File: src/rtl/assert_macros.svh
// Assertion helpers shared by the RTL files.
`ifndef ASSERT_MACROS_SVH
`define ASSERT_MACROS_SVH

// Property must hold at every clock edge outside reset.
`define TLPT_ASSERT(lbl, clk, rstn, prop) \
  lbl: assert property (@(posedge clk) disable iff (!rstn) prop) \
    else $error("tlpt assertion failed");

// Condition must never be seen outside reset.
`define TLPT_NEVER(lbl, clk, rstn, prop) \
  lbl: assert property (@(posedge clk) disable iff (!rstn) !(prop)) \
    else $error("tlpt forbidden condition seen");

`endif

File: src/rtl/tlpt_pkg.sv
`default_nettype none
package tlpt_pkg;

  // Geometry
  localparam int IDX_W           = 10;
  localparam int DIR_ENTRIES     = 1024;
  localparam int TABLE_ENTRIES   = 1024;
  localparam int TABLE_SLOTS_DEF = 4;
  localparam int QUEUE_DEPTH     = 2;

  // Stream widths (data fields padded to whole bytes)
  localparam int S_TDATA_W = 80;
  localparam int S_TUSER_W = 2;
  localparam int M_TDATA_W = 40;

  // Entry bit positions
  localparam int E_PRESENT = 0;
  localparam int E_USER    = 2;
  localparam int E_HUGE    = 7;

  // Boot layout ranges
  localparam int LOW_END    = 64;
  localparam int NC_START   = 224;
  localparam int NC_END     = 256;
  localparam int MIRROR_LO  = 768;
  localparam int MIRROR_END = 832;

  // Request kinds
  typedef enum logic [1:0] {
    OP_MAP   = 2'd0,
    OP_UNMAP = 2'd1,
    OP_XLATE = 2'd2,
    OP_BAD   = 2'd3
  } op_e;

  // One classified request as it travels through the queue
  typedef struct packed {
    op_e         op;
    logic [31:0] virt;
    logic [19:0] frame;
    logic [11:0] flags;
  } cmd_t;

  // Queue head as seen by the back end
  typedef struct packed {
    logic valid;
    cmd_t cmd;
  } qhead_t;

  // Directory contents after reset: 4 MB pages, identity mapped in the low and non-cacheable ranges, mirror aliases low
  function automatic logic [31:0] boot_pde(input logic [IDX_W-1:0] idx);
    logic [31:0] val;
    val = 32'h0;
    if (int'(idx) < LOW_END ||
        (int'(idx) >= MIRROR_LO && int'(idx) < MIRROR_END)) begin
      val = {4'h0, idx[5:0], 22'h0} | 32'h0000_0083;
    end else if (int'(idx) >= NC_START && int'(idx) < NC_END) begin
      val = {idx, 22'h0} | 32'h0000_0093;
    end
    return val;
  endfunction

endpackage
`default_nettype wire

File: src/rtl/tlpt_fifo.sv
`default_nettype none
`include "assert_macros.svh"
module tlpt_fifo (
  input  wire logic           clk_i,
  input  wire logic           rst_ni,
  input  wire logic           push_i,
  input  wire tlpt_pkg::cmd_t cmd_i,
  output logic                full_o,
  input  wire logic           pop_i,
  output tlpt_pkg::qhead_t    head_o
);
  import tlpt_pkg::*;

  localparam int AW = (QUEUE_DEPTH > 1) ? $clog2(QUEUE_DEPTH) : 1;
  localparam int CW = $clog2(QUEUE_DEPTH + 1);

  cmd_t          mem_q [QUEUE_DEPTH];
  logic [AW-1:0] wr_q, wr_d, rd_q, rd_d;
  logic [CW-1:0] cnt_q, cnt_d;

  assign full_o       = cnt_q == CW'(QUEUE_DEPTH);
  assign head_o.valid = cnt_q != '0;
  assign head_o.cmd   = mem_q[rd_q];

  // Pointer and fill bookkeeping
  always_comb begin
    wr_d  = wr_q;
    rd_d  = rd_q;
    cnt_d = cnt_q;
    if (push_i) begin
      wr_d = (wr_q == AW'(QUEUE_DEPTH - 1)) ? '0 : wr_q + 1'b1;
    end
    if (pop_i) begin
      rd_d = (rd_q == AW'(QUEUE_DEPTH - 1)) ? '0 : rd_q + 1'b1;
    end
    case ({push_i, pop_i})
      2'b10:   cnt_d = cnt_q + 1'b1;
      2'b01:   cnt_d = cnt_q - 1'b1;
      default: cnt_d = cnt_q;
    endcase
  end

  always_ff @(posedge clk_i or negedge rst_ni) begin
    if (!rst_ni) begin
      wr_q  <= '0;
      rd_q  <= '0;
      cnt_q <= '0;
    end else begin
      wr_q  <= wr_d;
      rd_q  <= rd_d;
      cnt_q <= cnt_d;
    end
  end

  always_ff @(posedge clk_i) begin
    if (push_i) begin
      mem_q[wr_q] <= cmd_i;
    end
  end

  `TLPT_ASSERT(a_fifo_bound, clk_i, rst_ni, cnt_q <= CW'(QUEUE_DEPTH))
  `TLPT_ASSERT(a_fifo_pop_nonempty, clk_i, rst_ni, pop_i |-> (cnt_q != '0))

endmodule
`default_nettype wire

File: config.mk
export PLATFORM = sky130hd
export DESIGN_NAME = tlpt_fifo
export DESIGN_NICKNAME = d
export VERILOG_FILES = /design/src/rtl/tlpt_pkg.sv /design/src/rtl/tlpt_fifo.sv
export VERILOG_INCLUDE_DIRS = /design/src /design/src/rtl
export SDC_FILE = /design/constraint.sdc
export NUM_CORES = 1
export LEC_CHECK = 0
export BUFFER_PORTS_ARGS = -buffer_cell sky130_fd_sc_hd__buf_4
export CORE_UTILIZATION = 56
export DETAILED_ROUTE_END_ITERATION = 6
export GPL_TIMING_DRIVEN = 0
export PLACE_DENSITY = 0.82
export SLEW_MARGIN = 20
export SYNTH_ARGS = -nofsm -noshare
export SYNTH_HDL_FRONTEND = slang
export SYNTH_SLANG_ARGS = --single-unit
File: constraint.sdc
create_clock -name clk_i -period 10.05 [get_ports clk_i]
set_input_delay 1.005 -clock clk_i [delete_from_list [all_inputs] [get_ports clk_i]]
set_output_delay 1.005 -clock clk_i [all_outputs]
set_load 0.03 [all_outputs]
[Word level (Yosys, flattened, before mapping)]
Memory sizes are Yosys's and may differ from the RTL's.
Cells that the tools add are included.
Storage, ports and cells
  bits of input ports: 70
  output and inout bits: 68
  memories kept: 1
  register bits after elaboration: 4
  memory bits (writable): 132
Operators by class
  add/subtract/negate cells: 4
  reductions and logical operators: 2
  equal/unequal tests: 3
  multiplexer cells: 5
Memories
  mem_q: depth 2, bits a word 66, rd ports 1, clocked after Yosys merged registers in 0, write ports 1, line tlpt_fifo.sv:17  | cmd_t mem_q [QUEUE_DEPTH];
Operators with widths (number)
  == test 2 bit (second input constant): 2
  two-way mux 1 bit: 4
  case mux 2 bit (2 select lines): 1
  nonzero test 2 bit: 2
  adder 1 bit (second input constant): 2
  adder 2 x 1 -> 2 bit (second input constant): 1
  == test 2 x 1 -> 1 bit (second input constant): 1
  subtractor 2 x 1 -> 2 bit (second input constant): 1

[Longest topological paths before layout]
Gate-level depths: netlist of run 1.
  depth in word-level cells: 2
  gate-level depth with buffers: 5
  gate-level depth less buffers: 5

[Worst setup path after synthesis of run 1]
Ideal clock, no wire load.
  kind: input to register
  start: input push_i
  end: memory mem_q[0][0] in the netlist's numbering, enable pin
  cell stages on the path: 2
  setup time: 492 ps
  path buffers: 0
  data required time: 9558 ps
  setup slack: 5726 ps
  arrival time: 3832 ps
  cell sequence: inv_1 nor2_1
Between the ends
  longest elaborated chain between the ends: 2
RTL lines
  from (decl): line tlpt_fifo.sv:6  | input wire logic push_i,
  two-way mux 1 bit: line tlpt_fifo.sv:56  | if (push_i) begin
  two-way mux 1 bit (implied by the code): line tlpt_fifo.sv:57  | mem_q[wr_q] <= cmd_i;
  to (decl): line tlpt_fifo.sv:17
No other way between the ends.

==> flow_metrics.py, run 1 <==
metrics = {
    "place": {
        "placed_area_sq_um": 6310,
        "gp_congestion": 0.674,
        "dpl.hpwl_um": 5570,
        "io_buffers": 137,
    },
    "yosys": {
        "ys_types": 15,
        "synth-seq-cells": 136,
        "netlist_instances": 221,
        "synth.top_cell.area_share_pct": 78.3,
        "ys_top_cells_by_count": "edfxtp_1 (132), mux2_2 (36), mux2_4 (30)",
        "synth-edff-count": 132,
        "yosys.area.top_type": "edfxtp_1",
        "yosysSeqAreaShare_pct": 80.3,
        "yosysMostFrequentCell": "edfxtp_1",
        "ys.flop_type": "edfxtp_1",
        "synth.area.top_cells": "edfxtp_1 (78%), mux2_4 (8.9%), mux2_2 (8.0%)",
        "synthArstFlopShare_pct": 2.94,
        "syn_avg_cell_area_sq_um": 22.9,
        "yosysWarnings": 0,
        "synth_nets": 292,
        "syn_area_sq_um": 5060,
    },
    "grt": {
        "grt_pass1_vias": 2708,
        "grt.total_usage_pct": 19.2,
        "grt_max_degree": 43,
        "grt_overflow": 0,
        "grt_pass1_wl_um": 13600,
        "antenna_found_initial": 0,
    },
    "critical_path": {
        "path_cells": "buf_4 -> buf_6 -> mux2_4 -> buf_4",
        "cpLargestDelayFamily": "buffers and inverters",
        "slowest_stage": "dfrtp_1",
        "path_max_fanout": 10,
        "end_kind": "output port",
        "start_kind": "flop",
        "cp_num_cells": 4,
        "critPathArrivalTime_ps": 1840,
        "worst-setup-path-type": "reg2out",
        "crit_buf_inv": 3,
        "reg2reg_depth": 2,
        "crit_path_frequent_cell": "buf_4",
        "crit_required_ps": 9050,
        "cpPeakStageDelay_ps": 410,
    },
    "clock_tree": {
        "cts_buffers": 17,
        "ctsResizeCount": 0,
        "clk_latency_ps": 510,
        "clkSlewWorstSetupHoldPaths_ps": 60,
        "clockBufferDepth": 2,
        "hold_buffers": 0,
        "postCtsSetupBuffers": 0,
        "h-tree-depth": 4,
        "cts_tree": "built",
        "clockRootBuffer": "clkbuf_8",
        "cts.sinks": 136,
    },
    "detailed_routing": {
        "antenna_left": 0,
        "initialDrtViolationCount": 87,
        "wirelength_um": 8720,
        "wire_per_inst_um": 17.4,
        "drc": 0,
        "vias_per_cell": 5.13,
        "drt_first_pass_iters": 6,
        "vias": 2568,
    },
    "power": {
        "p_comb_share_pct": 37.6,
        "max-vdd-ir-drop_mv": 0.186,
        "swShare_pct": 33.3,
        "power_frac_seq_pct": 36.5,
        "p_switching_mw": 0.717,
        "powerDensity_nw_per_um2": 314,
        "p_leak_nw": 2.70,
        "internal_power_mw": 1.44,
        "clkPwrFrac_pct": 25.9,
    },
    "timing": {
        "slew_headroom_pct": 48.0,
        "setup_violations": 0,
        "final.min_clock_period_ps": 2840,
        "fin_tns_setup_ps": 0,
        "fmax_mhz": 352,
        "hold_viol": 0,
        "period_share_pct": 28.3,
        "final_max_slew_viol_count": 0,
        "tightest_slew_ps": 778,
        "fin_skew_ps": 10.9,
        "rsz0062_at_grt": "false",
    },
    "min_path": {
        "holdCritPathClass": "in2async",
    },
    "job": {
        "drv_cap": 0,
    },
    "die": {
        "die_w_um": 97.1,
        "start_util_pct": 58.0,
        "design.core.area_sq_um": 8720,
        "die_area_sq_um": 9420,
        "row_count": 34,
        "die_h_um": 97.1,
        "boundaryPins": 138,
    },
    "cells_and_area": {
        "nNetsFinal": 451,
        "multi_input_area_sq_um": 948,
        "n_antenna_cell": 0,
        "seq_area_sq_um": 4060,
        "final_util_pct": 78.6,
        "drive_gt1_share_pct": 62.3,
        "fillers": 458,
        "area_growth_pct": 35.4,
        "stdcell_area_sq_um": 6850,
    },
    "outcome": {
        "outcome": "finished, final reports clean",
    },
}
layer usage:
| layer | GRT usage, % | routed length, um | up-vias |
|---|---|---|---|
| met3 | 8.27 | 709 | 12 |
| met2 | 32.6 | 4560 | 106 |
| met5 | 0 | 0 | - |
| met1 | 21.2 | 3340 | 1256 |
| li1 | - | - | 1194 |
| met4 | 8.15 | 107 | 0 |
metrics by stage:
stage / hold slack (ps) / setup slack, ps / power, mW / std cells
floorplan: 447 / 5730 / 1.34 / 221
detailed placement: 475 / 7670 / 1.61 / 469
global route: 267 / 7120 / 2.23 / 501
global placement: 467 / 4170 / 1.59 / 466
CTS: 263 / 7170 / 2.18 / 501
finish: 288 / 7210 / 2.15 / 501
final cells by class:
| cell class | count | area share, % |
|---|---|---|
| plain buffers | 7 | 0.821 |
| clock buffers | 19 | 6.15 |
| clock inverters | 13 | 1.77 |
| inverters | 1 | 0.0548 |
| multi-input cells | 77 | 13.8 |
| flip-flops and latches | 136 | 59.3 |
| well taps | 108 | 1.97 |
| repair buffers | 140 | 16.1 |
worst register-to-register path, stage by stage (launching register included):
cell and delay, ps:
dfrtp_1 430, nor2_4 640, buf_16 270
final timing paths:
kind | startpoint | end | slack, ps
worst max register to register | wr_q | mem_q[0][65] | 8420
worst min register to register | cnt_q[1] | cnt_q[1] | 490
max in group asynchronous | rst_ni | wr_q | 9660
worst max-delay path | rd_q | head_o[21] | 7210
worst min-delay path | rst_ni | cnt_q[0] | 290
min in group clk_i | cnt_q[1] | cnt_q[1] | 490
power by group through the flow:
stage | combinational (mW) | sequential [mW] | clock (mW)
final | 0.810 | 0.785 | 0.559
after global routing | 0.846 | 0.795 | 0.593
after CTS | 0.820 | 0.786 | 0.571
after detailed placement | 0.814 | 0.796 | 0
after global placement | 0.784 | 0.803 | 0
after floorplan | 0.545 | 0.794 | 0
cell usage in the layout (no fill, tap or decap):
cell	instances
buf_4	138
edfxtp_1	132
mux2_2	36
mux2_4	30
clkbuf_16	16
clkinvlp_4	4
inv_6	4
dfrtp_1	4
buf_2	3
buf_6	3
xor2_1	3
xnor2_1	2
clkbuf_1	2
clkinv_4	2
buf_16	2
or2_2	1
inv_1	1
nor2b_1	1
and2_4	1
nor2_4	1
nor2_1	1
ha_1	1
clkbuf_8	1
clkinv_1	1
bufinv_16	1
clkinv_2	1
buf_12	1
cell families after synthesis:
family                     synth area share [%]
xor gates and xnor gates                  0.865
buffers and inverters                      1.19
DFF                                        80.3
muxes                                      16.9
adders and majority gates                 0.247
and+or+nand+nor                           0.519
registers in the layout (all words and copies together) (netlist names):
name,cells
wr_q,1
rd_q,1
cnt_q,2
mem_q,132
Note: power is estimated with default switching activity, not from simulation.
==> run 2, diff against run 1 <==
--- a/config.mk
+++ b/config.mk
@@ -7,10 +7,10 @@
 export NUM_CORES = 1
 export LEC_CHECK = 0
 export BUFFER_PORTS_ARGS = -buffer_cell sky130_fd_sc_hd__buf_4
-export CORE_UTILIZATION = 56
+export CORE_UTILIZATION = 47
 export DETAILED_ROUTE_END_ITERATION = 6
 export GPL_TIMING_DRIVEN = 0
-export PLACE_DENSITY = 0.82
+export PLACE_DENSITY = 0.74
 export SLEW_MARGIN = 20
 export SYNTH_ARGS = -nofsm -noshare
 export SYNTH_HDL_FRONTEND = slang
==> constraint.sdc (replaced) <==
create_clock -name clk_i -period 2.6 [get_ports clk_i]
set_input_delay 0.26 -clock clk_i [delete_from_list [all_inputs] [get_ports clk_i]]
set_output_delay 0.26 -clock clk_i [all_outputs]
set_load 0.03 [all_outputs]
==> run 2 against run 1 <==
  * Core utilization down 5.1 points
  * Clock power rose to 4.2 times the previous value
  * Power rose to 4.0 times the previous value
  * Register-to-register slack worse by 7400 ps
  * Clock skew down 5.0 ps
  * Final area up 11%
  * Critical endpoint is now head_o[37]
==> flow_metrics.py, run 2 (same netlist as run 1, synthesis figures left out) <==
metrics = {
    "timing": {
        "hold_viol": 0,
        "fin_skew_ps": 5.87,
        "tightest_slew_ps": 716,
        "period_share_pct": 80.8,
        "setup_violations": 0,
        "fin_tns_setup_ps": 0,
        "slew_headroom_pct": 52.2,
        "final_max_slew_viol_count": 0,
        "worst_slack_ps": 500,
        "final.min_clock_period_ps": 2100,
        "rsz0062_at_grt": "false",
        "fmax_mhz": 476,
        "timing.hold.ws_ps": 81.0,
    },
    "clock_tree": {
        "clk_latency_ps": 510,
        "cts_buffers": 17,
        "h-tree-depth": 4,
        "ctsResizeCount": 0,
        "cts.sinks": 136,
        "clockBufferDepth": 2,
        "cts_tree": "built",
        "clkSlewWorstSetupHoldPaths_ps": 60,
        "clockRootBuffer": "clkbuf_8",
    },
    "die": {
        "design.core.area_sq_um": 10400,
        "row_count": 37,
        "start_util_pct": 48.8,
        "boundaryPins": 138,
        "die_h_um": 106,
        "die_w_um": 106,
        "die_area_sq_um": 11200,
    },
    "power": {
        "max-vdd-ir-drop_mv": 0.817,
        "p_leak_nw": 3.01,
        "clkPwrFrac_pct": 27.0,
        "internal_power_mw": 5.85,
        "powerDensity_nw_per_um2": 1130,
        "p_total_mw": 8.57,
        "p_comb_share_pct": 37.5,
        "swShare_pct": 31.7,
        "power_frac_seq_pct": 35.4,
        "p_switching_mw": 2.72,
    },
    "cells_and_area": {
        "drive_gt1_share_pct": 52.6,
        "nNetsFinal": 520,
        "n_antenna_cell": 0,
        "layout_common_cells": "buf_4 (138), edfxtp_1 (132), dlygate4sd3_1 (69), mux2_2 (36), mux2_4 (30)",
        "stdcell_count": 598,
        "reg.largest.list": "mem_q x132, cnt_q x2",
        "final_util_pct": 73.5,
        "max_flop_register": "mem_q",
        "stdcell_area_sq_um": 7620,
        "final_common_cell": "buf_4",
        "area_growth_pct": 50.5,
        "largest_reg_flops": 132,
    },
    "critical_path": {
        "critPathArrivalTime_ps": 1840,
        "rrSetupSlack_ps": 990,
        "crit_start": "rd_q",
        "r2r-end": "mem_q[0][17]",
        "end_kind": "output port",
        "path_max_fanout": 10,
        "crit_required_ps": 2340,
        "worst-setup-path-type": "reg2out",
        "reg2reg_depth": 2,
        "start_kind": "flop",
        "timing.rr.start": "wr_q",
    },
    "place": {
        "dpl.hpwl_um": 5680,
        "placed_area_sq_um": 6350,
        "gp_congestion": 0.695,
        "dp_cells": 497,
        "dpl_worst_slack_ps": 949,
        "io_buffers": 137,
    },
    "grt": {
        "grt_pass1_wl_um": 14400,
        "antenna_found_initial": 0,
        "grt_overflow": 0,
        "grt.total_usage_pct": 17.9,
        "grt_pass1_vias": 2990,
        "grt_max_degree": 45,
    },
    "outcome": {
        "outcome": "finished, final reports clean",
    },
    "detailed_routing": {
        "vias_per_cell": 4.64,
        "drt_first_pass_iters": 4,
        "wire_per_inst_um": 15.9,
        "vias": 2773,
        "initialDrtViolationCount": 112,
        "antenna_left": 0,
        "drc": 0,
        "wirelength_um": 9500,
    },
    "job": {
        "drv_cap": 0,
    },
    "min_path": {
        "holdCritPathClass": "in2async",
    },
}
[run 2: cell types whose count changed in the layout (fill, tap and decap cells not counted), sizes merged]
cell and change:
dlygate4sd3 +69, bufinv +2, inv -4, clkbuf +5, clkinvlp -2, clkinv -1
[run 2: routing by layer]
| metal | global-route usage [%] | vias up | share of wire, % |
|---|---|---|---|
| met1 | 19.5 | 1328 | 39 |
| met2 | 31.3 | 97 | 54 |
| met4 | 8.13 | 0 | 1.3 |
| met5 | 0 | - | 0 |
| li1 | - | 1336 | - |
| met3 | 6.06 | 12 | 6.0 |
[run 2: layout make-up]
type / instances / area (sq um)
Clock buffer: 24 / 460
Clock inverter: 8 / 120
Tap cell: 136 / 170
Timing Repair Buffer: 209 / 1790
Fill cell: 634 / 2750
Sequential cell: 136 / 4060
Buffer: 7 / 56.3
Inverter: 1 / 3.75
Multi-Input combinational cell: 77 / 948
[run 2: how the worst max path moves through the flow]
stage / endpoint / slack, ps / cells past startpoint
2_1_floorplan: mem_q[0][0] / 40 / 1
3_3_place_gp: mem_q[0][10] / -910 / 1
3_5_place_dp: mem_q[0][15] / 950 / 2
4_1_cts: head_o[11] / 440 / 4
5_1_grt: head_o[35] / 420 / 4
6_report: head_o[37] / 500 / 4
[run 2: power groups by stage]
stage | Clock, mW | Combinational (mW) | Sequential [mW]
CTS | 2.37 | 3.25 | 3.04
detailed placement | 0 | 3.16 | 3.08
global route | 2.45 | 3.38 | 3.07
global placement | 0 | 3.05 | 3.09
floorplan | 0 | 2.11 | 3.06
finish | 2.32 | 3.22 | 3.04
[run 2: critical path, cell delays in order, from the launching register on]
cell	delay (ps)
dfrtp_1	380
buf_4	240
buf_6	210
mux2_4	320
buf_4	170
[run 2: what timing repair did]
item | 4_1_cts | 5_1_grt
setup endpoints to repair | 0 | 0
setup buffers | 0 | 0
hold buffers | 69 | 0
endpoints found under the hold margin | 138 | 0
