[src/rtl/assert_macros.svh]
// Assertion helpers shared by the RTL files.
`ifndef ASSERT_MACROS_SVH
`define ASSERT_MACROS_SVH

// Property must hold at every clock edge outside reset.
`define TLPT_ASSERT(lbl, clk, rstn, prop) \
  lbl: assert property (@(posedge clk) disable iff (!rstn) prop) \
    else $error("tlpt assertion failed");

// Condition must never be seen outside reset.
`define TLPT_NEVER(lbl, clk, rstn, prop) \
  lbl: assert property (@(posedge clk) disable iff (!rstn) !(prop)) \
    else $error("tlpt forbidden condition seen");

`endif

[src/rtl/tlpt_pkg.sv]
`default_nettype none
package tlpt_pkg;

  // Geometry
  localparam int IDX_W           = 10;
  localparam int DIR_ENTRIES     = 1024;
  localparam int TABLE_ENTRIES   = 1024;
  localparam int TABLE_SLOTS_DEF = 4;
  localparam int QUEUE_DEPTH     = 2;

  // Stream widths (data fields padded to whole bytes)
  localparam int S_TDATA_W = 80;
  localparam int S_TUSER_W = 2;
  localparam int M_TDATA_W = 40;

  // Entry bit positions
  localparam int E_PRESENT = 0;
  localparam int E_USER    = 2;
  localparam int E_HUGE    = 7;

  // Boot layout ranges
  localparam int LOW_END    = 64;
  localparam int NC_START   = 224;
  localparam int NC_END     = 256;
  localparam int MIRROR_LO  = 768;
  localparam int MIRROR_END = 832;

  // Request kinds
  typedef enum logic [1:0] {
    OP_MAP   = 2'd0,
    OP_UNMAP = 2'd1,
    OP_XLATE = 2'd2,
    OP_BAD   = 2'd3
  } op_e;

  // One classified request as it travels through the queue
  typedef struct packed {
    op_e         op;
    logic [31:0] virt;
    logic [19:0] frame;
    logic [11:0] flags;
  } cmd_t;

  // Queue head as seen by the back end
  typedef struct packed {
    logic valid;
    cmd_t cmd;
  } qhead_t;

  // Directory contents after reset: 4 MB pages, identity mapped in the low and non-cacheable ranges, mirror aliases low
  function automatic logic [31:0] boot_pde(input logic [IDX_W-1:0] idx);
    logic [31:0] val;
    val = 32'h0;
    if (int'(idx) < LOW_END ||
        (int'(idx) >= MIRROR_LO && int'(idx) < MIRROR_END)) begin
      val = {4'h0, idx[5:0], 22'h0} | 32'h0000_0083;
    end else if (int'(idx) >= NC_START && int'(idx) < NC_END) begin
      val = {idx, 22'h0} | 32'h0000_0093;
    end
    return val;
  endfunction

endpackage
`default_nettype wire

[src/rtl/tlpt_front.sv]
`default_nettype none
module tlpt_front (
  input  wire logic                          clk_i,
  input  wire logic                          rst_ni,
  input  wire logic                          s_axis_tvalid_i,
  output logic                               s_axis_tready_o,
  input  wire logic [tlpt_pkg::S_TDATA_W-1:0] s_tdata_i,
  input  wire logic [tlpt_pkg::S_TUSER_W-1:0] s_tuser_i,
  input  wire logic                          ready_i,   // back end out of boot fill
  input  wire logic                          q_full_i,
  output logic                               q_push_o,
  output tlpt_pkg::cmd_t                     q_cmd_o
);
  import tlpt_pkg::*;

  logic vld_q, vld_d;
  cmd_t cmd_q, cmd_d;
  logic accept;

  // Decode the operation code into a request kind
  always_comb begin
    cmd_d       = cmd_q;
    cmd_d.virt  = s_tdata_i[31:0];
    cmd_d.frame = s_tdata_i[63:44];
    cmd_d.flags = s_tdata_i[75:64];
    unique case (s_tuser_i)
      OP_MAP:   cmd_d.op = OP_MAP;
      OP_UNMAP: cmd_d.op = OP_UNMAP;
      OP_XLATE: cmd_d.op = OP_XLATE;
      default:  cmd_d.op = OP_BAD;
    endcase
  end

  // One holding stage in front of the queue
  assign q_push_o        = vld_q && !q_full_i;
  assign s_axis_tready_o = ready_i && (!vld_q || !q_full_i);
  assign accept          = s_axis_tvalid_i && s_axis_tready_o;
  assign q_cmd_o         = cmd_q;

  always_comb begin
    vld_d = vld_q;
    if (accept) begin
      vld_d = 1'b1;
    end else if (q_push_o) begin
      vld_d = 1'b0;
    end
  end

  always_ff @(posedge clk_i or negedge rst_ni) begin
    if (!rst_ni) begin
      vld_q <= 1'b0;
    end else begin
      vld_q <= vld_d;
    end
  end

  always_ff @(posedge clk_i) begin
    if (accept) begin
      cmd_q <= cmd_d;
    end
  end

endmodule
`default_nettype wire

[config.mk]
export PLATFORM = sky130hd
export DESIGN_NAME = tlpt_front
export DESIGN_NICKNAME = d
export VERILOG_FILES = /design/src/rtl/assert_macros.svh /design/src/rtl/tlpt_pkg.sv /design/src/rtl/tlpt_front.sv
export SDC_FILE = /design/constraint.sdc
export NUM_CORES = 1
export LEC_CHECK = 0
export BUFFER_PORTS_ARGS = -buffer_cell sky130_fd_sc_hd__buf_4
export CAP_MARGIN = 20
export CORE_UTILIZATION = 42
export CTS_BUF_LIST = sky130_fd_sc_hd__clkbuf_8
export CTS_CLUSTER_DIAMETER = 100
export DETAILED_ROUTE_END_ITERATION = 8
export GPL_TIMING_DRIVEN = 0
export PLACE_DENSITY = 0.91
export RECOVER_POWER = 50
export SLEW_MARGIN = 20
export SYNTH_ARGS = -nofsm -noshare
export SYNTH_HDL_FRONTEND = slang
export SYNTH_SLANG_ARGS = --single-unit
[constraint.sdc]
create_clock -name clk_i -period 6.8 [get_ports clk_i]
set_input_delay 1.36 -clock clk_i [delete_from_list [all_inputs] [get_ports clk_i]]
set_output_delay 1.36 -clock clk_i [all_outputs]
set_load 0.01 [all_outputs]
# Word-level counts from Yosys, hierarchy flattened
# Index checks and enable logic that the tools add are counted.
# word_totals
register_bits,67
latchBits,0
ramBits,0
romBits,0
input_bits,87
elab_cells,18
mem_count,0
# classes
addsub,0
multipliers,0
div_mod_pow,0
order_cmp,0
n_eq_ne,2
shifts,0
n_mux,3
bitwise_logic,0
n_reduce_logical,8
# op_table
op,n
2-bit case mux with 3 select lines,1
1-bit logical AND,3
2-bit by 1-bit == test with 1-bit output (second input constant),1
2-bit == test (second input constant),1
1-bit logical NOT,2
2-bit logical NOT,1
1-bit 2-to-1 mux,2
2-bit nonzero test,1
1-bit logical OR,1

# Depth between registers and ports, before layout
# Gate-level depths: netlist of the first run.
# depth
depth_word,5
ltp_mapped,2
depth_no_buf,2

# Least setup slack after synthesis of the first run
# OpenSTA, ideal clock, no wires.
# synth_timing
path_kind,input-to-reg
startpoint,input port s_axis_tvalid_i
endpoint,register cmd_q (netlist bit q_cmd_o[0]) (enable)
setup_ns,0.512
t_arrival_ns,4.632
t_required_ns,6.288
setup_slack_ns,1.656
stages,2
cell_sequence,nand2_1 a21oi_1
# synth_between
elab_chain_len,1
# synth_rtl
item,line,text
from (decl),tlpt_front.sv:5,"input wire logic s_axis_tvalid_i,"
1-bit logical AND,tlpt_front.sv:37,assign accept = s_axis_tvalid_i && s_axis_tready_o;
via accept,tlpt_front.sv:18,logic accept;
to (signal assigned),tlpt_front.sv:59,cmd_q <= cmd_d;
to (decl),tlpt_front.sv:17,"cmd_t cmd_q, cmd_d;"
# The timed path passes the listed nets, and every way through them passes these cells.
# A chain may end at the register's enable or synchronous reset.

# Final worst setup path of the first run
# layout_timing
startpoint,input port q_full_i
endpoint,output port s_axis_tready_o
# layout_between
elab_chain_len,3
# layout_rtl
item,line,text
from (decl),tlpt_front.sv:10,"input wire logic q_full_i,"
1-bit logical NOT,tlpt_front.sv:36,assign s_axis_tready_o = ready_i && (!vld_q || !q_full_i);
1-bit logical OR,tlpt_front.sv:36,
1-bit logical AND,tlpt_front.sv:36,
to (decl),tlpt_front.sv:6,"output logic s_axis_tready_o,"
# Every way passes these cells.

==> reports/results.txt, run 1 <==
CP required -> 5440 ps
Most frequent cells after synthesis -> edfxtp_1 (66), nand2_1 (3), clkbuf_1 (2)
Headroom to the max-slew limit -> 44.3%
Share of layout cells above drive strength 1 -> 52.4%
CP max stage delay -> 160 ps
Clk sinks -> 67
Reg2reg start -> vld_q$_DFFE_PN0P_
Die W -> 71.8 um
Max Cap Violations -> 0
Int Pwr -> 679 uW
Worst-skew pair later-pin latency -> 330 ps
Vias in the first global route -> 1,341
Post-synth top area share -> 96.9%
Status -> complete, no violations
I/O pin total -> 155
CP dominant cell by count -> buf_4
Hold_sp -> vld_q$_DFFE_PN0P_
Max Buffers Root-to-Sink -> 2
Top cells by area, synth -> edfxtp_1 (97%), dfrtp_1 (1.2%), nand2_1 (0.55%)
Worst-path clk slew -> 70 ps
Yosys synthesis warning count -> 0
GP Congestion -> 0.740
Core area -> 4690 um2
Slowest-stage cell, CP -> and2_1
Antenna diodes -> 0
Root Buffer -> clkbuf_8
CP Capture Type -> primary output
Clock network power share -> 35.4%
Initial antenna violation count -> 0
Die height -> 71.8 um
Via Count -> 1,281
Synthesized area per cell -> 27.3 um2
Endpoints failing hold -> 0
Tcrit/Tclk final -> 47.0%
Final Skew -> 6.67 ps
DR DRC count -> 0
Critical path arrival -> 1840 ps
Buffers & Inverters on Critical Path -> 2
Hold WC Path Type -> flip-flop to flip-flop
Pwr Total -> 853 uW
Post-synth EDFFs -> 66
NetSw -> 173 uW
Highest clock rate -> 313 MHz
Post-synth ARST share -> 1.49%
Hpwl dp -> 3400 um
Site Rows -> 25
Worst Tran Pin Value -> 834 ps
Syn Nets -> 162
Initial DRC count -> 49
Area delta synth->final -> 59.3%
Final Core Density -> 69.5%
CP delay by family, top -> buffers and inverters
Register area share after synthesis -> 98.1%
Sequential power share -> 56.3%
Worst Setup SP -> q_full_i
Hold buffers post-CTS -> 0
Top-count cell post-synth -> edfxtp_1
Vias per std cell -> 4.53
Post-CTS Resized -> 0
TritonCTS clock tree -> built
Max-slew violations -> 0
Port Buffers -> 136
Post-synthesis sequential element count -> 67
Yosys cell types -> 7
Num CTS Buffers -> 9
Post-synth top area cell -> edfxtp_1
All-layer global routing usage -> 17.6%
Synth Cell Area -> 2050 um2
Comb power frac -> 8.2%
Critical path class -> primary input to primary output
Post-layout minimum cycle time -> 3200 ps
Peak supply drop -> 0.154 mV
RSZ-0062 raised after global routing -> no
Leakage power -> 0.00128 uW
Critical-path cell list -> buf_4 > nand2_1 > and2_1 > buf_4
Die area -> 5150 um2
Count of final setup violators -> 0
Largest net degree at the start of global routing -> 27
Pwr Density -> 262 nW/um2
Remaining antenna violation count -> 0
Worst setup SP type -> primary input
Crit path max fanout -> 3
Top_reg_cell synth -> edfxtp_1
Post-layout nets -> 311
DRT Pass-1 Iters -> 4
Clock H-tree levels -> 3
Final setup TNS -> 0 ps
Initial Util -> 43.6%
Total gr overflow -> 0
Postcts setup bufs -> 0
First-pass GRT wire length -> 6240 um
WL/cell -> 15.7 um
Final WL -> 4440 um
Net Sw Frac -> 20.3%
Syn Inst Count -> 75
==> through the flow <==
stage	cells	setup WS, ps	area (um2)	hold WS (ps)
final	283	3600	3260	597
after global routing	283	3580	3260	632
after CTS	283	3600	3380	604
after detailed placement	267	3600	3200	588
after global placement	265	674	3130	487
after floorplan	75	1660	2050	465
==> layer usage <==
layer  track usage (%)  up-vias  share of wire, %
met2              29.9       90                53
met4              11.8        0               2.2
met5                 0        -                 0
met3              7.31        9                11
met1              17.5      589                34
li1                  -      593                 -
==> layout by cell type, fill, tap and decap left out <==
master	n
clkbuf_4	66
and2_1	1
clkinvlp_4	1
buf_16	2
nand2_1	3
clkbuf_8	9
and2b_2	1
bufinv_16	1
clkinv_2	2
clkinv_1	3
buf_4	37
dfrtp_1	1
edfxtp_1	66
clkbuf_1	35
a21oi_4	1
==> cells by family after synthesis <==
logic type / share of synthesized area [%]
flops: 98.1
simple gates: 1.28
buf+inv: 0.367
compound gates: 0.244
==> final timing paths <==
path / to / slack, ps / cells past startpoint
setup / recovery: s_axis_tready_o / 3600 / 4
hold / removal: vld_q$_DFFE_PN0P_ / 600 / 2
setup reg to reg: q_cmd_o[16]$_DFFE_PP_ / 5130 / 2
hold reg to reg: vld_q$_DFFE_PN0P_ / 600 / 2
max in group asynchronous: vld_q$_DFFE_PN0P_ / 5910 / 1
min in group asynchronous: vld_q$_DFFE_PN0P_ / 810 / 1
==> flip-flops by register name, indices dropped and copies added, names as in the netlist <==
register  cells
vld_q         1
q_cmd_o      66
==> worst reg2reg max path, cell delays in order (launching register included) <==
cell     delay, ps
dfrtp_1        420
a21oi_4        680
buf_16         260
==> power groups by stage <==
stage	combinational, uW	sequential (uW)	clock (uW)
6_report	70.3	480	302
5_1_grt	75.4	481	325
4_1_cts	79.5	481	310
3_5_place_dp	79.4	490	0
3_3_place_gp	71.9	491	0
2_1_floorplan	8.17	500	0
==> area by class of cell <==
| type | count | area (um2) |
|---|---|---|
| clock inverter | 7 | 58.8 |
| clock buffer | 9 | 124 |
| timing repair buffer | 138 | 952 |
| multi-input combinational | 6 | 42.5 |
| fill | 334 | 1430 |
| tap | 54 | 67.6 |
| sequential | 67 | 2010 |
| buffer | 2 | 7.51 |
No activity file was read; power rests on OpenSTA's default activity.
==> run 2, diff against run 1 <==
- CORE_UTILIZATION: 42 -> 41
- PLACE_DENSITY: 0.91 -> 0.89
- clock period: 6.8 -> 3.05 ns (I/O delays scaled with it)
==> run 2 against run 1 <==
Global-route usage increased by 1.3 points. Routed wire length increased by 9.7%. Largest power group unchanged. Setup slack lost 2800 ps.
==> reports/results.txt, run 2 (same netlist as run 1, synthesis figures left out) <==
Status -> complete, no violations
DR DRC count -> 0 (unchanged)
Endpoints failing hold -> 0 (unchanged)
WL/cell -> 16.4 um (+4.5%)
Root Buffer -> clkbuf_8
DRT Pass-1 Iters -> 4 (unchanged)
Pwr Density -> 569 nW/um2 (+120%)
Clk sinks -> 67 (unchanged)
Final Core Density -> 70.8% (+1.3 points)
Worst-path clk slew -> 70 ps (about the same)
GP Congestion -> 0.732 (-1.0%)
Via Count -> 1,317 (+2.8%)
Net Sw Frac -> 20.3% (-0.058 points)
Post-layout minimum cycle time -> 2250 ps
Critical path class -> primary input to flip-flop
Sequential power share -> 56.0% (-0.3 points)
Die W -> 72.6 um (+1.2%)
R2R depth -> 3 (+1)
Crit path to -> q_cmd_o[61]$_DFFE_PP_
Worst-skew pair later-pin latency -> 320 ps (about the same)
Largest register FFs -> 66 (unchanged)
Finished Cell Area -> 3370 um2 (+3.3%)
Num CTS Buffers -> 9 (unchanged)
First-pass GRT wire length -> 6840 um (+9.6%)
Count of final setup violators -> 0 (unchanged)
Total gr overflow -> 0 (unchanged)
Clock network power share -> 35.2% (-0.2 points)
TritonCTS clock tree -> built
Initial DRC count -> 49 (unchanged)
Post-CTS Resized -> 0 (unchanged)
Crit path max fanout -> 22 (+19)
Worst setup margin -> 803 ps (-2800 ps)
Clock H-tree levels -> 3 (unchanged)
Int Pwr -> 1530 uW (+120%)
Headroom to the max-slew limit -> 9.97% (-34 points)
Area delta synth->final -> 64.5%
Fin cells -> 297 (+4.9%)
Hold buffers post-CTS -> 0 (unchanged)
Worst Tran Pin Value -> 1350 ps (+517 ps)
Max-slew violations -> 0 (unchanged)
Site Rows -> 25 (unchanged)
Peak supply drop -> 0.552 mV (+260%)
Critical path arrival -> 2280 ps (+440 ps)
Worst setup SP type -> primary input
Remaining antenna violation count -> 0 (unchanged)
Final WL -> 4870 um (+9.7%)
Tcrit/Tclk final -> 73.7%
Port Buffers -> 136 (unchanged)
Max Buffers Root-to-Sink -> 2 (unchanged)
Die area -> 5280 um2 (+2.4%)
Worst Setup SP -> s_axis_tvalid_i
Most frequent cells in the layout -> clkbuf_4 (66), edfxtp_1 (66), buf_4 (60)
Antenna diodes -> 0 (unchanged)
CP required -> 3080 ps (-2360 ps)
RSZ-0062 raised after global routing -> no
Placed cells -> 281 (+5.2%)
Final Skew -> 3.36 ps (-3.31 ps)
Largest net degree at the start of global routing -> 23 (-15%)
CP Capture Type -> flip-flop
Comb power frac -> 8.9% (+0.7 points)
Hold WC Path Type -> primary input to asynchronous set/reset pin
Share of layout cells above drive strength 1 -> 62.2% (+9.8 points)
Initial antenna violation count -> 0 (unchanged)
Initial Util -> 43.0% (-0.57 points)
I/O pin total -> 155 (unchanged)
Reg-to-reg endpoint -> q_cmd_o[61]$_DFFE_PP_
Die height -> 72.6 um (+1.2%)
Hpwl dp -> 3810 um (+12%)
Placed inst area -> 3230 um2 (+0.98%)
Post-layout nets -> 312 (+0.32%)
Setup Slack @ Placement -> 1080 ps (-2520 ps)
Reg2reg setup slack -> 880 ps (-4250 ps)
NetSw -> 388 uW (+120%)
Vias per std cell -> 4.43 (-2.0%)
All-layer global routing usage -> 18.9% (+1.3 points)
Postcts setup bufs -> 0 (unchanged)
Core area -> 4750 um2 (+1.3%)
Hold slack -> 65.7 ps (-531 ps)
Vias in the first global route -> 1,429 (+6.6%)
Reg2reg start -> vld_q$_DFFE_PN0P_
Highest clock rate -> 445 MHz
Leakage power -> 0.00137 uW (+7.0%)
Max Cap Violations -> 0 (unchanged)
-- run 2: worst max-delay path, cell delays in order --
cell	delay [ps]
clkbuf_4	110
nand2_1	70
a21oi_1	1030
buf_8	270
buf_16	190
-- run 2: worst min-delay path by stage --
stage                     cells after the start    from                 to
after detailed placement                      1  rst_ni  vld_q$_DFFE_PN0P_
final                                         1  rst_ni  vld_q$_DFFE_PN0P_
after CTS                                     1  rst_ni  vld_q$_DFFE_PN0P_
after floorplan                               0  rst_ni  vld_q$_DFFE_PN0P_
after global placement                        1  rst_ni  vld_q$_DFFE_PN0P_
after global routing                          1  rst_ni  vld_q$_DFFE_PN0P_
-- run 2: through the flow --
step | TNS, ps | total power (uW)
after floorplan | 0 | 1130
after global placement | -30900 | 1250
after detailed placement | 0 | 1270
after CTS | 0 | 1950
after global routing | 0 | 1990
final | 0 | 1910
-- run 2: area by class of cell --
type | instances | area [um2]
sequential | 67 | 2010
fill | 314 | 1390
timing repair buffer | 139 | 1050
clock buffer | 9 | 124
tap | 67 | 83.8
clock inverter | 7 | 58.8
multi-input combinational | 6 | 31.3
buffer | 2 | 7.51
-- run 2: power groups by stage --
stage	Clock, uW	Combinational, uW	Sequential [uW]
floorplan	0	18.5	1110
global placement	0	161	1090
detailed placement	0	181	1090
CTS	693	182	1070
global route	734	181	1070
finish	673	170	1070
-- run 2: per-layer routing --
metal,vias up,global-route usage (%),part of all wire (%)
li1,598,-,-
met1,622,17.7,31
met2,89,32.1,54
met3,8,11.9,13
met4,0,8.93,1.3
met5,-,0,0
==> run 3, diff against run 2 <==
- clock period: 3.05 -> 2.3 ns (I/O delays scaled with it)
==> run 3 against run 2 <==
Routed wire length up 6.3%. Via count down 0.23%. Sequential power up 33%. Register-to-register slack worse by 450 ps. Design area down 0.86%. Die area unchanged. Non-clock buffer count up 1. Clock power up 35%. Clock skew up 4.1 ps. Total power up 33%. Sequential share of layout area up 0.51 points. Setup slack worse by 370 ps. Highest routed layer unchanged.
==> reports/results.txt, run 3 (same netlist as run 1, synthesis figures left out) <==
Status -> complete, no violations
WL/cell -> 17.4 um (+6.0%)
Via Count -> 1,314 (-0.23%)
CP delay by family, top -> compound AO/OA/AOI/OAI gates
Core area -> 4750 um2 (unchanged)
Largest register FFs -> 66 (unchanged)
Critical path arrival -> 1900 ps (-380 ps)
Post-layout nets -> 313 (+0.32%)
CP max stage delay -> 720 ps (-310 ps)
Most frequent cells in the layout -> edfxtp_1 (66), clkbuf_4 (65), buf_4 (49)
Remaining antenna violation count -> 0 (unchanged)
Site Rows -> 25 (unchanged)
Leakage power -> 0.00135 uW (-1.9%)
Pwr Density -> 765 nW/um2 (+35%)
Antenna diodes -> 0 (unchanged)
Worst setup margin -> 434 ps (-369 ps)
DR DRC count -> 0 (unchanged)
Post-CTS Resized -> 0 (unchanged)
Final Skew -> 7.43 ps (+4.08 ps)
GP Congestion -> 0.719 (-1.8%)
All-layer global routing usage -> 20.7% (+1.8 points)
Max Buffers Root-to-Sink -> 2 (unchanged)
Setup Slack @ Placement -> 484 ps (-596 ps)
Initial Util -> 43.0% (unchanged)
Max Cap Violations -> 0 (unchanged)
Initial antenna violation count -> 0 (unchanged)
Num CTS Buffers -> 9 (unchanged)
Worst Tran Pin Value -> 883 ps (-467 ps)
Clk sinks -> 67 (unchanged)
CP Capture Type -> flip-flop
RSZ-0062 raised after global routing -> no
Port Buffers -> 136 (unchanged)
Critical-path cell list -> a21oi_2 > buf_8 > buf_16
Hold WC Path Type -> primary input to flip-flop
First-pass GRT wire length -> 7380 um (+7.8%)
Max-slew violations -> 0 (unchanged)
I/O pin total -> 155 (unchanged)
Area delta synth->final -> 63.1%
Worst-skew pair later-pin latency -> 320 ps (about the same)
Highest clock rate -> 536 MHz
DRT Pass-1 Iters -> 3 (-1)
Die area -> 5280 um2 (unchanged)
Worst-path clk slew -> 70 ps (about the same)
Clock H-tree levels -> 3 (unchanged)
Share of layout cells above drive strength 1 -> 57.6% (-4.6 points)
Hpwl dp -> 3750 um (-1.5%)
Largest net degree at the start of global routing -> 25 (+8.7%)
Pwr Total -> 2550 uW (+33%)
Worst setup SP type -> flip-flop
Final WL -> 5170 um (+6.3%)
Vias per std cell -> 4.41 (-0.56%)
Headroom to the max-slew limit -> 41.1% (+31 points)
CP required -> 2330 ps (-750 ps)
Critical path class -> flip-flop to flip-flop
Peak supply drop -> 0.667 mV (+21%)
Final Core Density -> 70.2% (-0.61 points)
Vias in the first global route -> 1,451 (+1.5%)
Initial DRC count -> 24 (-51%)
Total gr overflow -> 0 (unchanged)
Root Buffer -> clkbuf_8
Endpoints failing hold -> 0 (unchanged)
Count of final setup violators -> 0 (unchanged)
Slowest-stage cell, CP -> a21oi_2
Die W -> 72.6 um (unchanged)
Post-layout minimum cycle time -> 1870 ps
Fillers -> 346 (+10%)
Commonest non-fill, non-tap cell in the layout -> edfxtp_1
Crit path max fanout -> 18 (-18%)
Tcrit/Tclk final -> 81.1%
Die height -> 72.6 um (unchanged)
TritonCTS clock tree -> built
Buffers & Inverters on Critical Path -> 2 (-1)
==> run 3: cell types whose count changed in the layout (fill, tap and decap cells not counted), sizes merged <==
cell / previous run / this run
buf: 63 / 52
clkinv: 5 / 4
clkbuf: 87 / 98
clkinvlp: 1 / 0
dlygate4sd3: 0 / 1
inv: 0 / 2
==> run 3: per-stage QoR <==
step	std cells	hold WS, ps	instance area, um2	TNS (ps)
2_1_floorplan	75	164	2060	0
3_3_place_gp	278	237	3160	-12430
3_5_place_dp	281	237	3230	0
4_1_cts	298	291	3430	0
5_1_grt	298	296	3340	0
6_report	298	317	3340	0
==> run 3: final timing paths <==
kind,startpoint,end,slack [ps],cells past startpoint
setup / recovery,vld_q$_DFFE_PN0P_,q_cmd_o[61]$_DFFE_PP_,430,3
hold / removal,s_tuser_i[1],q_cmd_o[65]$_DFFE_PP_,320,1
setup reg to reg,vld_q$_DFFE_PN0P_,q_cmd_o[61]$_DFFE_PP_,430,3
hold reg to reg,vld_q$_DFFE_PN0P_,vld_q$_DFFE_PN0P_,550,2
max in group asynchronous,rst_ni,vld_q$_DFFE_PN0P_,1760,2
min in group asynchronous,rst_ni,vld_q$_DFFE_PN0P_,460,2
==> run 3: routing by layer <==
layer | share of wire [%] | GRT usage, % | vias up
li1 | - | - | 601
met5 | 0 | 0 | -
met3 | 11 | 9.67 | 4
met1 | 34 | 20.9 | 629
met4 | 0.81 | 9.80 | 0
met2 | 55 | 36.0 | 80
==> run 3: power by group <==
group	switching, uW	internal (uW)	leakage, uW
sequential	15.8	1400	0.000627
clock	421	489	0.000105
combinational	94.4	128	0.000617
total	531	2020	0.00135
==> run 3: layout make-up <==
type	count	area, um2	share of cell area (%)
clock buffer	9	124	3.71
multi-input combinational	6	35.0	1.05
timing repair buffer	140	1020	30.5
sequential	67	2010	60.1
buffer	2	7.51	0.225
clock inverter	7	61.3	1.84
tap	67	83.8	2.51
==> run 3: repair_timing <==
action / CTS / global route
endpoints found under the hold margin: 1 / 0
setup buffers: 0 / 0
hold buffers: 1 / 0
